### src/rtl/core/ivwm_pkg.sv
// ----------------------------------------------------------------------------
// ivwm_pkg
// Types, microcode format and control store of the inverse-variance
// weighted mean block.
// ----------------------------------------------------------------------------
package ivwm_pkg;

    // one input beat: measurement in signed Q16.16, sigma in unsigned Q8.8
    typedef struct packed {
        logic signed [31:0] measured_value;
        logic        [15:0] uncertainty;
        logic               is_last;
    } t_in;

    // one result beat
    typedef struct packed {
        logic signed [31:0] weighted_mean;
        logic               error_flag;
    } t_out;

    localparam int NUM_W = 64;   // weighted sum, signed Q32.32
    localparam int DEN_W = 48;   // weight sum, unsigned Q32.16
    localparam int QUO_W = 64;   // divider dividend / quotient register
    localparam int CNT_W = 6;    // divider iteration counter
    localparam int STEP_W = 4;   // microcode step counter

    typedef logic [STEP_W-1:0] t_step;
    typedef logic [CNT_W-1:0]  t_cnt;

    // 2^32 as a 33-bit dividend, placed at the top of the quotient register
    localparam logic [QUO_W-1:0] W_DIVIDEND = {1'b1, {(QUO_W-1){1'b0}}};
    localparam t_cnt W_DIV_LAST = t_cnt'(32);   // 33 quotient bits
    localparam t_cnt M_DIV_LAST = t_cnt'(63);   // 64 quotient bits

    localparam logic [31:0] POS_LIMIT = 32'h7FFF_FFFF;
    localparam logic [31:0] NEG_LIMIT = 32'h8000_0000;

    // datapath operations
    typedef enum logic [3:0] {
        OP_NOP    = 4'd0,
        OP_ACCEPT = 4'd1,   // take an input beat
        OP_WLOAD  = 4'd2,   // flag zero sigma, load 2^32 / sigma^2
        OP_DIV    = 4'd3,   // one restoring divider step
        OP_WSAT   = 4'd4,   // saturate weight
        OP_MUL    = 4'd5,   // x * w
        OP_ACC    = 4'd6,   // update both sums
        OP_MLOAD  = 4'd7,   // load |num| / den
        OP_ERRRES = 4'd8,   // preset error result
        OP_MSAT   = 4'd9,   // sign and saturate mean
        OP_EMIT   = 4'd10   // load output register, clear sums
    } t_op;

    // jump conditions
    typedef enum logic [2:0] {
        C_NEVER   = 3'd0,
        C_ALWAYS  = 3'd1,
        C_NOACC   = 3'd2,   // no input beat offered
        C_SZERO   = 3'd3,   // sigma is zero
        C_CNTNZ   = 3'd4,   // divider still iterating
        C_NOTLAST = 3'd5,
        C_BAD     = 3'd6,   // error seen or empty denominator
        C_OBUSY   = 3'd7    // output register still held
    } t_cond;

    typedef struct packed {
        t_op   op;
        t_cond cond;
        t_step target;
    } t_uword;

    localparam t_step S_WAIT = t_step'(0);
    localparam t_step S_CHKS = t_step'(1);
    localparam t_step S_WDIV = t_step'(2);
    localparam t_step S_WSAT = t_step'(3);
    localparam t_step S_MUL  = t_step'(4);
    localparam t_step S_ACC  = t_step'(5);
    localparam t_step S_LAST = t_step'(6);
    localparam t_step S_CHKE = t_step'(7);
    localparam t_step S_MDIV = t_step'(8);
    localparam t_step S_MSAT = t_step'(9);
    localparam t_step S_EMIT = t_step'(10);
    localparam t_step S_BACK = t_step'(11);

    // control store: jump to target when the condition holds, else fall through
    function automatic t_uword ucode_rom(input t_step step);
        t_uword w;
        case (step)
            S_WAIT:  w = '{OP_ACCEPT, C_NOACC,   S_WAIT};
            S_CHKS:  w = '{OP_WLOAD,  C_SZERO,   S_LAST};
            S_WDIV:  w = '{OP_DIV,    C_CNTNZ,   S_WDIV};
            S_WSAT:  w = '{OP_WSAT,   C_NEVER,   S_WAIT};
            S_MUL:   w = '{OP_MUL,    C_NEVER,   S_WAIT};
            S_ACC:   w = '{OP_ACC,    C_NEVER,   S_WAIT};
            S_LAST:  w = '{OP_MLOAD,  C_NOTLAST, S_WAIT};
            S_CHKE:  w = '{OP_ERRRES, C_BAD,     S_EMIT};
            S_MDIV:  w = '{OP_DIV,    C_CNTNZ,   S_MDIV};
            S_MSAT:  w = '{OP_MSAT,   C_NEVER,   S_WAIT};
            S_EMIT:  w = '{OP_EMIT,   C_OBUSY,   S_EMIT};
            S_BACK:  w = '{OP_NOP,    C_ALWAYS,  S_WAIT};
            default: w = '{OP_NOP,    C_ALWAYS,  S_WAIT};
        endcase
        return w;
    endfunction

endpackage

### src/rtl/core/inverse_variance_weighted_mean.sv
// ----------------------------------------------------------------------------
// inverse_variance_weighted_mean
// Streams (x, sigma) pairs, accumulates x/sigma^2 and 1/sigma^2, and on the
// last pair of a set emits the weighted mean in Q16.16 with an error flag.
// ----------------------------------------------------------------------------
// One input beat is taken at a time; the next pair is not accepted until the
// current one is through. A pair with nonzero sigma runs through the 33 steps
// of the shared radix-2 restoring divider forming 2^32/sigma^2; a zero sigma
// skips the division. A last pair adds the 64-step division of the sums, which
// is skipped when the set is in error, and it holds further while an earlier
// result is still waiting in the output register. The result sits in that
// register, so the next pair is accepted while it waits; the sums are cleared
// when the result is loaded.

module inverse_variance_weighted_mean (
    input  logic            i_clk,
    input  logic            i_rst_n,
    input  logic            i_in_valid,
    output logic            o_in_ready,
    input  ivwm_pkg::t_in   i_in_data,
    output logic            o_out_valid,
    input  logic            i_out_ready,
    output ivwm_pkg::t_out  o_out_data
);

    ivwm_pkg::t_uword uword;
    ivwm_pkg::t_step  r_step;
    ivwm_pkg::t_step  n_step;
    ivwm_pkg::t_cnt   r_cnt;
    logic             jump;
    logic             out_busy;

    // latched input beat
    logic signed [31:0] r_x;
    logic        [15:0] r_s;
    logic               r_last;

    // divider
    logic [ivwm_pkg::DEN_W-1:0] r_rem;
    logic [ivwm_pkg::QUO_W-1:0] r_quo;
    logic [ivwm_pkg::DEN_W-1:0] r_dvs;
    logic [ivwm_pkg::DEN_W:0]   div_sh;
    logic [ivwm_pkg::DEN_W:0]   div_diff;
    logic                       div_ge;

    // weight and product
    logic [31:0]                r_w;
    logic [ivwm_pkg::NUM_W-1:0] r_prod;
    logic [31:0]                sq;
    logic signed [64:0]         mul_full;

    // sums
    logic [ivwm_pkg::NUM_W-1:0] r_num;
    logic [ivwm_pkg::DEN_W-1:0] r_den;
    logic                       r_err;
    logic [ivwm_pkg::NUM_W-1:0] num_next;
    logic [ivwm_pkg::DEN_W:0]   den_next;
    logic                       num_ovf;
    logic [ivwm_pkg::NUM_W-1:0] num_mag;

    // result
    logic [31:0]    r_mean;
    logic           r_merr;
    logic [31:0]    mean_sat;
    logic           r_out_valid;
    ivwm_pkg::t_out r_out_data;

    assign uword    = ivwm_pkg::ucode_rom(r_step);
    assign out_busy = r_out_valid && !i_out_ready;

    always_comb begin
        case (uword.cond)
            ivwm_pkg::C_NEVER:   jump = 1'b0;
            ivwm_pkg::C_ALWAYS:  jump = 1'b1;
            ivwm_pkg::C_NOACC:   jump = !i_in_valid;
            ivwm_pkg::C_SZERO:   jump = (r_s == '0);
            ivwm_pkg::C_CNTNZ:   jump = (r_cnt != '0);
            ivwm_pkg::C_NOTLAST: jump = !r_last;
            ivwm_pkg::C_BAD:     jump = r_err || (r_den == '0);
            ivwm_pkg::C_OBUSY:   jump = out_busy;
            default:             jump = 1'b1;
        endcase
        n_step = jump ? uword.target : r_step + ivwm_pkg::t_step'(1);
    end

    assign o_in_ready = (uword.op == ivwm_pkg::OP_ACCEPT);

    // datapath combinational pieces
    always_comb begin
        sq       = {16'd0, r_s} * {16'd0, r_s};
        div_sh   = {r_rem, r_quo[ivwm_pkg::QUO_W-1]};
        div_diff = div_sh - {1'b0, r_dvs};
        div_ge   = (div_sh >= {1'b0, r_dvs});
        mul_full = {{33{r_x[31]}}, r_x} * {33'd0, r_w};
        num_next = r_num + r_prod;
        num_ovf  = ((r_num[63] ^ num_next[63]) & (r_prod[63] ^ num_next[63]));
        den_next = {1'b0, r_den} + {17'd0, r_w};
        num_mag  = r_num[63] ? (64'd0 - r_num) : r_num;
        // quotient magnitude is in r_quo, sign is the sum's sign
        if (r_num[63]) begin
            if (r_quo > {32'd0, ivwm_pkg::NEG_LIMIT}) begin
                mean_sat = ivwm_pkg::NEG_LIMIT;
            end else begin
                mean_sat = 32'd0 - r_quo[31:0];
            end
        end else begin
            if (r_quo > {32'd0, ivwm_pkg::POS_LIMIT}) begin
                mean_sat = ivwm_pkg::POS_LIMIT;
            end else begin
                mean_sat = r_quo[31:0];
            end
        end
    end

    // control and sums
    always_ff @(posedge i_clk) begin
        if (!i_rst_n) begin
            r_step      <= ivwm_pkg::S_WAIT;
            r_cnt       <= '0;
            r_num       <= '0;
            r_den       <= '0;
            r_err       <= 1'b0;
            r_out_valid <= 1'b0;
        end else begin
            r_step <= n_step;
            if (uword.op == ivwm_pkg::OP_EMIT && !out_busy) begin
                r_out_valid <= 1'b1;
            end else if (r_out_valid && i_out_ready) begin
                r_out_valid <= 1'b0;
            end
            case (uword.op)
                ivwm_pkg::OP_WLOAD: begin
                    r_cnt <= ivwm_pkg::W_DIV_LAST;
                    if (r_s == '0) begin
                        r_err <= 1'b1;
                    end
                end
                ivwm_pkg::OP_DIV: begin
                    r_cnt <= r_cnt - ivwm_pkg::t_cnt'(1);
                end
                ivwm_pkg::OP_ACC: begin
                    r_num <= num_next;
                    r_den <= den_next[ivwm_pkg::DEN_W-1:0];
                    if (num_ovf || den_next[ivwm_pkg::DEN_W]) begin
                        r_err <= 1'b1;
                    end
                end
                ivwm_pkg::OP_MLOAD: begin
                    r_cnt <= ivwm_pkg::M_DIV_LAST;
                end
                ivwm_pkg::OP_EMIT: begin
                    if (!out_busy) begin
                        r_num <= '0;
                        r_den <= '0;
                        r_err <= 1'b0;
                    end
                end
                default: begin
                end
            endcase
        end
    end

    // payload registers
    always_ff @(posedge i_clk) begin
        case (uword.op)
            ivwm_pkg::OP_ACCEPT: begin
                r_x    <= i_in_data.measured_value;
                r_s    <= i_in_data.uncertainty;
                r_last <= i_in_data.is_last;
            end
            ivwm_pkg::OP_WLOAD: begin
                r_rem <= '0;
                r_quo <= ivwm_pkg::W_DIVIDEND;
                r_dvs <= {16'd0, sq};
            end
            ivwm_pkg::OP_DIV: begin
                r_rem <= div_ge ? div_diff[ivwm_pkg::DEN_W-1:0]
                                : div_sh[ivwm_pkg::DEN_W-1:0];
                r_quo <= {r_quo[ivwm_pkg::QUO_W-2:0], div_ge};
            end
            ivwm_pkg::OP_WSAT: begin
                // only sigma of one lsb gives a 33-bit quotient
                r_w <= r_quo[32] ? 32'hFFFF_FFFF : r_quo[31:0];
            end
            ivwm_pkg::OP_MUL: begin
                r_prod <= mul_full[ivwm_pkg::NUM_W-1:0];
            end
            ivwm_pkg::OP_MLOAD: begin
                r_rem <= '0;
                r_quo <= num_mag;
                r_dvs <= r_den;
            end
            ivwm_pkg::OP_ERRRES: begin
                r_mean <= '0;
                r_merr <= 1'b1;
            end
            ivwm_pkg::OP_MSAT: begin
                r_mean <= mean_sat;
                r_merr <= 1'b0;
            end
            ivwm_pkg::OP_EMIT: begin
                if (!out_busy) begin
                    r_out_data.weighted_mean <= r_mean;
                    r_out_data.error_flag    <= r_merr;
                end
            end
            default: begin
            end
        endcase
    end

    assign o_out_valid = r_out_valid;
    assign o_out_data  = r_out_data;

endmodule

### config.mk
export PLATFORM = sky130hd
export DESIGN_NAME = inverse_variance_weighted_mean
export DESIGN_NICKNAME = d
export VERILOG_FILES = /design/src/rtl/core/ivwm_pkg.sv /design/src/rtl/core/inverse_variance_weighted_mean.sv
export SDC_FILE = /design/constraint.sdc
export NUM_CORES = 2
export LEC_CHECK = 0
export BUFFER_PORTS_ARGS = -buffer_cell sky130_fd_sc_hd__clkbuf_2
export CAP_MARGIN = 20
export CORE_MARGIN = 3
export CORE_UTILIZATION = 58
export DETAILED_ROUTE_END_ITERATION = 16
export PLACE_DENSITY = 0.79
export SETUP_SLACK_MARGIN = 0.1
export SLEW_MARGIN = 20
export SYNTH_ARGS = -nofsm -noshare
export SYNTH_HDL_FRONTEND = slang
export SYNTH_SLANG_ARGS = --single-unit
export TNS_END_PERCENT = 30
### constraint.sdc
create_clock -name i_clk -period 17.95 [get_ports i_clk]
set_input_delay 4.4875 -clock i_clk [delete_from_list [all_inputs] [get_ports i_clk]]
set_output_delay 4.4875 -clock i_clk [all_outputs]
set_load 0.05 [all_outputs]
==> Word-level counts from Yosys, hierarchy flattened <==
Memories as Yosys holds them, arrays and structs flattened. A register that Yosys moved wholly into a read port is not among the register bits.
Cells that the tools add are included.
W data, S select, Z words.
{ "classes": {"bitwise": 4, "n_mux": 24, "eq_ne": 20, "order_cmp": 3, "add_sub_neg": 7, "n_mul": 2, "reduce_logical": 24} }
{ "op_table": {"columns": ["op", "n"], "rows": [
  ["$pmux W48 S2", 3],
  ["$pmux W64 S3", 1],
  ["$mux W64", 2],
  ["$pmux W64 S2", 1],
  ["$mux W32", 3],
  ["$mux W48", 2],
  ["$add A64 B64 Y64", 1],
  ["$gt A64 B31 Y1 const B", 1],
  ["$gt A64 B32 Y1 const B", 1],
  ["$mul A32 B33 Y64", 1],
  ["$pmux W32 S2", 1],
  ["$sub A1 B64 Y64 const A", 1],
  ["$add A48 B32 Y49", 1],
  ["$ge A49 B48 Y1", 1],
  ["$logic_not A48 Y1", 1],
  ["$sub A48 B48 Y48", 1],
  ["$mul A16 B16 Y32", 1],
  ["$sub A1 B32 Y32 const A", 1],
  ["$pmux W6 S3", 1],
  ["$eq A4 B3 Y1 const B", 4],
  ["$logic_not A16 Y1", 1],
  ["$eq A3 B3 Y1 const B", 4],
  ["$eq A4 B4 Y1 const B", 3],
  ["$reduce_bool A2 Y1", 5],
  ["other kinds (24)", 42]
]} }
{ "word_totals": {"reg_bits": 495, "input_bits": 53, "mem_bits_ro": 160, "out_inout_bits": 35, "n_memories": 1} }
{ "memory_table": {"columns": ["memory", "words", "width", "read_ports", "rd_ports_with_merged_regs", "wr", "line", "text"], "rows": [
  ["(no name shown)", 16, 10, 1, 1, 0, "ivwm_pkg.sv:87", "case (step)"]
]} }

==> Depth between registers and ports, before layout <==
{ "logic_depth": {"ltp_word": 6, "depth_mapped": 32, "mapped_depth_nobuf": 30} }

==> Worst setup path before layout <==
No wires, ideal clock.
{ "synth_timing": {"path_kind": "register -> register", "startpoint": "register uword[8] (netlist name)", "endpoint": "register r_cnt[5]", "arrival_time_ps": 9385, "synth_period_minus_slack_ps": 9522, "path_slack_ps": 8428, "setup_time_ps": 137, "path_stages_with_launch": 7, "t_required_ps": 17813, "n_path_buf": 1, "path_cell_list": "dfxtp_1 > clkbuf_1 > nand2_1 > o21ai_0 > nor4b_1 > xnor2_1 > a21oi_1"} }
{ "synth_via": {"elab_chain_cells": 2, "word_cells_on_any_way": 5, "cone_classes": "3 x eq/ne; 1 x mux; 1 x reduce/logical"} }
{ "synth_rtl": {"columns": ["element", "line", "text"], "rows": [
  ["$eq A4 B3 Y1 or $eq A4 B2 Y1 (tied branches)", "inverse_variance_weighted_mean.sv:131", "case (uword.op)"],
  ["$pmux W6 S3 or $reduce_bool A3 Y1 (tied branches)", null, null],
  ["end signal, assigned", "inverse_variance_weighted_mean.sv:133", "r_cnt <= ivwm_pkg::W_DIV_LAST;"],
  ["end signal, assigned", "inverse_variance_weighted_mean.sv:139", "r_cnt <= r_cnt - ivwm_pkg::t_cnt'(1);"],
  ["end signal, assigned", "inverse_variance_weighted_mean.sv:149", "r_cnt <= ivwm_pkg::M_DIV_LAST;"],
  ["end, declared", "inverse_variance_weighted_mean.sv:29", "ivwm_pkg::t_cnt r_cnt;"]
]} }
Parallel ways exist; a longest one is shown, timed or not.
A chain may end at the register's enable or synchronous reset.

==> Final worst setup path <==
{ "layout_timing": {"startpoint": "register r_x[3]", "endpoint": "register r_prod[63] in the netlist's numbering, data pin"} }
{ "layout_via": {"elab_chain_cells": 1} }
{ "layout_rtl": {"columns": ["element", "line", "text"], "rows": [
  ["start, declared", "inverse_variance_weighted_mean.sv:34", "logic signed [31:0] r_x;"],
  ["start signal, assigned", "inverse_variance_weighted_mean.sv:168", "r_x <= i_in_data.measured_value;"],
  ["$mul A32 B33 Y64", "inverse_variance_weighted_mean.sv:94", "mul_full = {{33{r_x[31]}}, r_x} * {33'd0, r_w};"],
  ["via mul_full[63]", "inverse_variance_weighted_mean.sv:50", "logic signed [64:0] mul_full;"],
  ["end signal, assigned", "inverse_variance_weighted_mean.sv:187", "r_prod <= mul_full[ivwm_pkg::NUM_W-1:0];"],
  ["end, declared", "inverse_variance_weighted_mean.sv:48", "logic [ivwm_pkg::NUM_W-1:0] r_prod;"]
]} }
The timed path passes the listed nets, and every way through them passes these cells.

==> metrics.md <==
| Metric | Value |
|---|---|
| Status | finished, final reports clean |
| Skew final | 0.0441 ns |
| Peak Freq | 0.113 GHz |
| CTS tree | built |
| Seq/Total Area, Yosys | 0.199 |
| Period utilisation layout | 0.495 |
| Synth-to-Final Area Change | 5.37% |
| Post-CTS Setup Inserts | 0 |
| Final setup fails | 0 |
| Placer congestion estimate | 0.948 |
| Vias in the first global route | 54800 |
| Setup repair after global routing missed its margin | false |
| Crit path DAT | 9.32 ns |
| Share of post-route cells with drive strength above 1 | 0.0486 |
| Post-synth design cell area | 69400 sq um |
| Avg Inst Size Synth | 9.41 sq um |
| DPL Wire Length | 136000 microns |
| Overflow left after global routing | 0 |
| CTS clk-pin slew, worst paths | 0.06 ns |
| CTS sink cnt | 505 |
| Fill cell count | 9627 |
| Setup TNS | 0 ns |
| Core outline area | 118000 sq um |
| Slew Viols, Final | 0 |
| Setup CP Type | flop to flop |
| Final hold vios | 0 |
| DIE WIDTH | 352 microns |
| Vias | 52300 |
| Post-synthesis instance total | 7382 |
| Die Footprint | 124000 sq um |
| HP Class | flop to flop |
| Layout Nets | 8892 |
| Top FF cell, synth | edfxtp_1 |
| CP required | 18.39 ns |
| I/O pins | 88 |
| GRT Total Usage | 0.301 |
| Wire per inst | 20.7 microns |
| Post-synth top cells | 1198 x inv_1, 1064 x fa_1, 721 x and2_1, 707 x nand2_1, 542 x ha_1 |
| Clk buf depth | 3 |
| Worst Setup End Kind | flop |
| Row count | 126 |
| CTS Hold Bufs | 0 |
| Yosys warning count | 0 |
| Post-synth top area cell | fa_1 |
| Post-route minimum period | 8.88 ns |
| # H-tree levels | 2 |
| Crit Path Max Fanout | 32 |
| Initial Util | 0.587 |
| Async SR Flop Fraction | 0 |
| DRC | 0 |
| CTS Root Cell | clkbuf_16 |
| Syn_nets | 9041 |
| Avg Vias per Cell | 5.89 |
| Startpoint Class | flop |
| Final wirelength | 184000 microns |
| Slew @ Worst Pin | 1.16 ns |
| Antenna violations before repair | 7 |
| Final ANT Viol Nets | 0 |
| Max_cap viols | 0 |
| Max-slew headroom | 0.228 |
| Die Y-Extent | 352 microns |
| Yosys reg bits | 505 |
| Most frequent cell after synthesis | inv_1 |
| Synth area leaders | fa_1 31%, edfxtp_1 16%, ha_1 9.8% |
| Distinct cells, synth | 78 |
| Share of the synthesized area in the top cell type | 0.307 |
| First-pass GRT wire length | 298000 microns |
| Worst skew pair latency | 0.70 ns |
| Cts repair resizes | 0 |
| CTS buffer count | 59 |
| Port bufs | 87 |
| Post-synth EDFFs | 371 |
| Initial detailed-routing violation count | 4217 |
| Largest net degree at the start of global routing | 98 |
| Pre-Repair DR Iteration Count | 6 |
==> routing by layer <==
layer	part of all wire	up-vias	global-route usage	wire, microns
met1	0.40	26100	0.410	74600
met4	0.039	8	0.112	7250
met3	0.095	449	0.0609	17500
met5	0.00028	-	0	51
li1	-	23400	-	-
met2	0.46	2349	0.480	84900
==> state kept, by name (all words and copies together) (netlist names), 4 cells and up <==
signal / cells
uword: 10
r_rem: 48
r_step: 4
o_out_data: 33
r_w: 32
r_cnt: 6
r_den: 48
r_s: 16
r_num: 64
r_dvs: 48
r_x: 32
r_quo: 64
r_mean: 32
r_prod: 64
==> worst paths after layout <==
check	startpoint	end	slack, ns	depth (start not counted)
worst max register to register	r_x[3]$_DFFE_PP_	r_prod[63]$_DFFE_PN_	9.07	26
worst max-delay path	r_x[3]$_DFFE_PP_	r_prod[63]$_DFFE_PN_	9.07	26
worst min-delay path	r_mean[27]$_SDFFCE_PN0P_	o_out_data[28]$_DFFE_PP_	0.41	0
worst min register to register	r_mean[27]$_SDFFCE_PN0P_	o_out_data[28]$_DFFE_PP_	0.41	0
==> critical path, cell delays in order (launching register included) <==
cell	delay, ns
edfxtp_1	1.10
and2_1	0.27
fa_1	0.44
fa_1	0.46
fa_1	0.49
inv_1	0.06
fa_1	0.53
inv_1	0.04
ha_1	0.26
ha_1	0.30
fa_1	0.48
inv_1	0.05
fa_1	0.48
inv_1	0.04
ha_1	0.37
o211ai_1	0.12
nand2_1	0.06
o21ai_0	0.25
o31ai_1	0.40
o22ai_1	0.22
o41a_1	0.49
o21ai_0	0.41
a21oi_1	0.23
o31ai_1	0.42
a221oi_1	0.20
o21a_1	0.23
o211a_1	0.23
==> metrics by stage <==
| step | util | setup WS (ns) | area, sq um | hold WS (ns) | std cells |
|---|---|---|---|---|---|
| CTS | 0.618 | 9.08 | 73100 | 0.415 | 8882 |
| floorplan | - | 8.43 | 69400 | 0.400 | 7382 |
| finish | 0.618 | 9.07 | 73200 | 0.414 | 8886 |
| global placement | 0.601 | 9.20 | 71100 | 0.403 | 8770 |
| global route | 0.618 | 8.59 | 73200 | 0.417 | 8884 |
| detailed placement | 0.601 | 9.10 | 71100 | 0.405 | 8770 |
==> cell families (layout without fill, tap and decap cells) <==
kind of cell	after synthesis	after routing	synth area share
other	0	2	0
buffers and inverters	1581	1483	0.0856
AO/OA/AOI/OAI	1099	1099	0.102
AND/OR/NAND/NOR	2240	2240	0.164
flip-flops	505	505	0.199
multiplexers	45	45	0.00650
XOR/XNOR	306	306	0.0386
adder cells (fa/ha/maj)	1606	1606	0.404
==> area by class of cell <==
class,count,area [sq um],share of cell area
multi-input cells,5296,49800,0.680
inverters,1201,4510,0.0616
repair buffers,170,1080,0.0147
clock buffers,71,1590,0.0218
flip-flops and latches,505,13800,0.189
clock inverters,41,397,0.00542
well taps,1600,2000,0.0274
diodes,2,5.00,0.0000684
==> layout by cell type, fill, tap and decap left out, drive strengths merged, types with 91 or more instances in the layout <==
master / instances
inv: 1206
fa: 1064
and2: 722
nand2: 708
ha: 542
edfxtp: 371
nor2: 304
a21oi: 296
o21ai: 267
xor2: 162
clkbuf: 158
a21o: 153
xnor2: 144
dfxtp: 134
nand3: 91
Power is left out: the tool's default activity adds up to more than one toggle a clock period on the data nets, which glitch-free logic cannot reach.
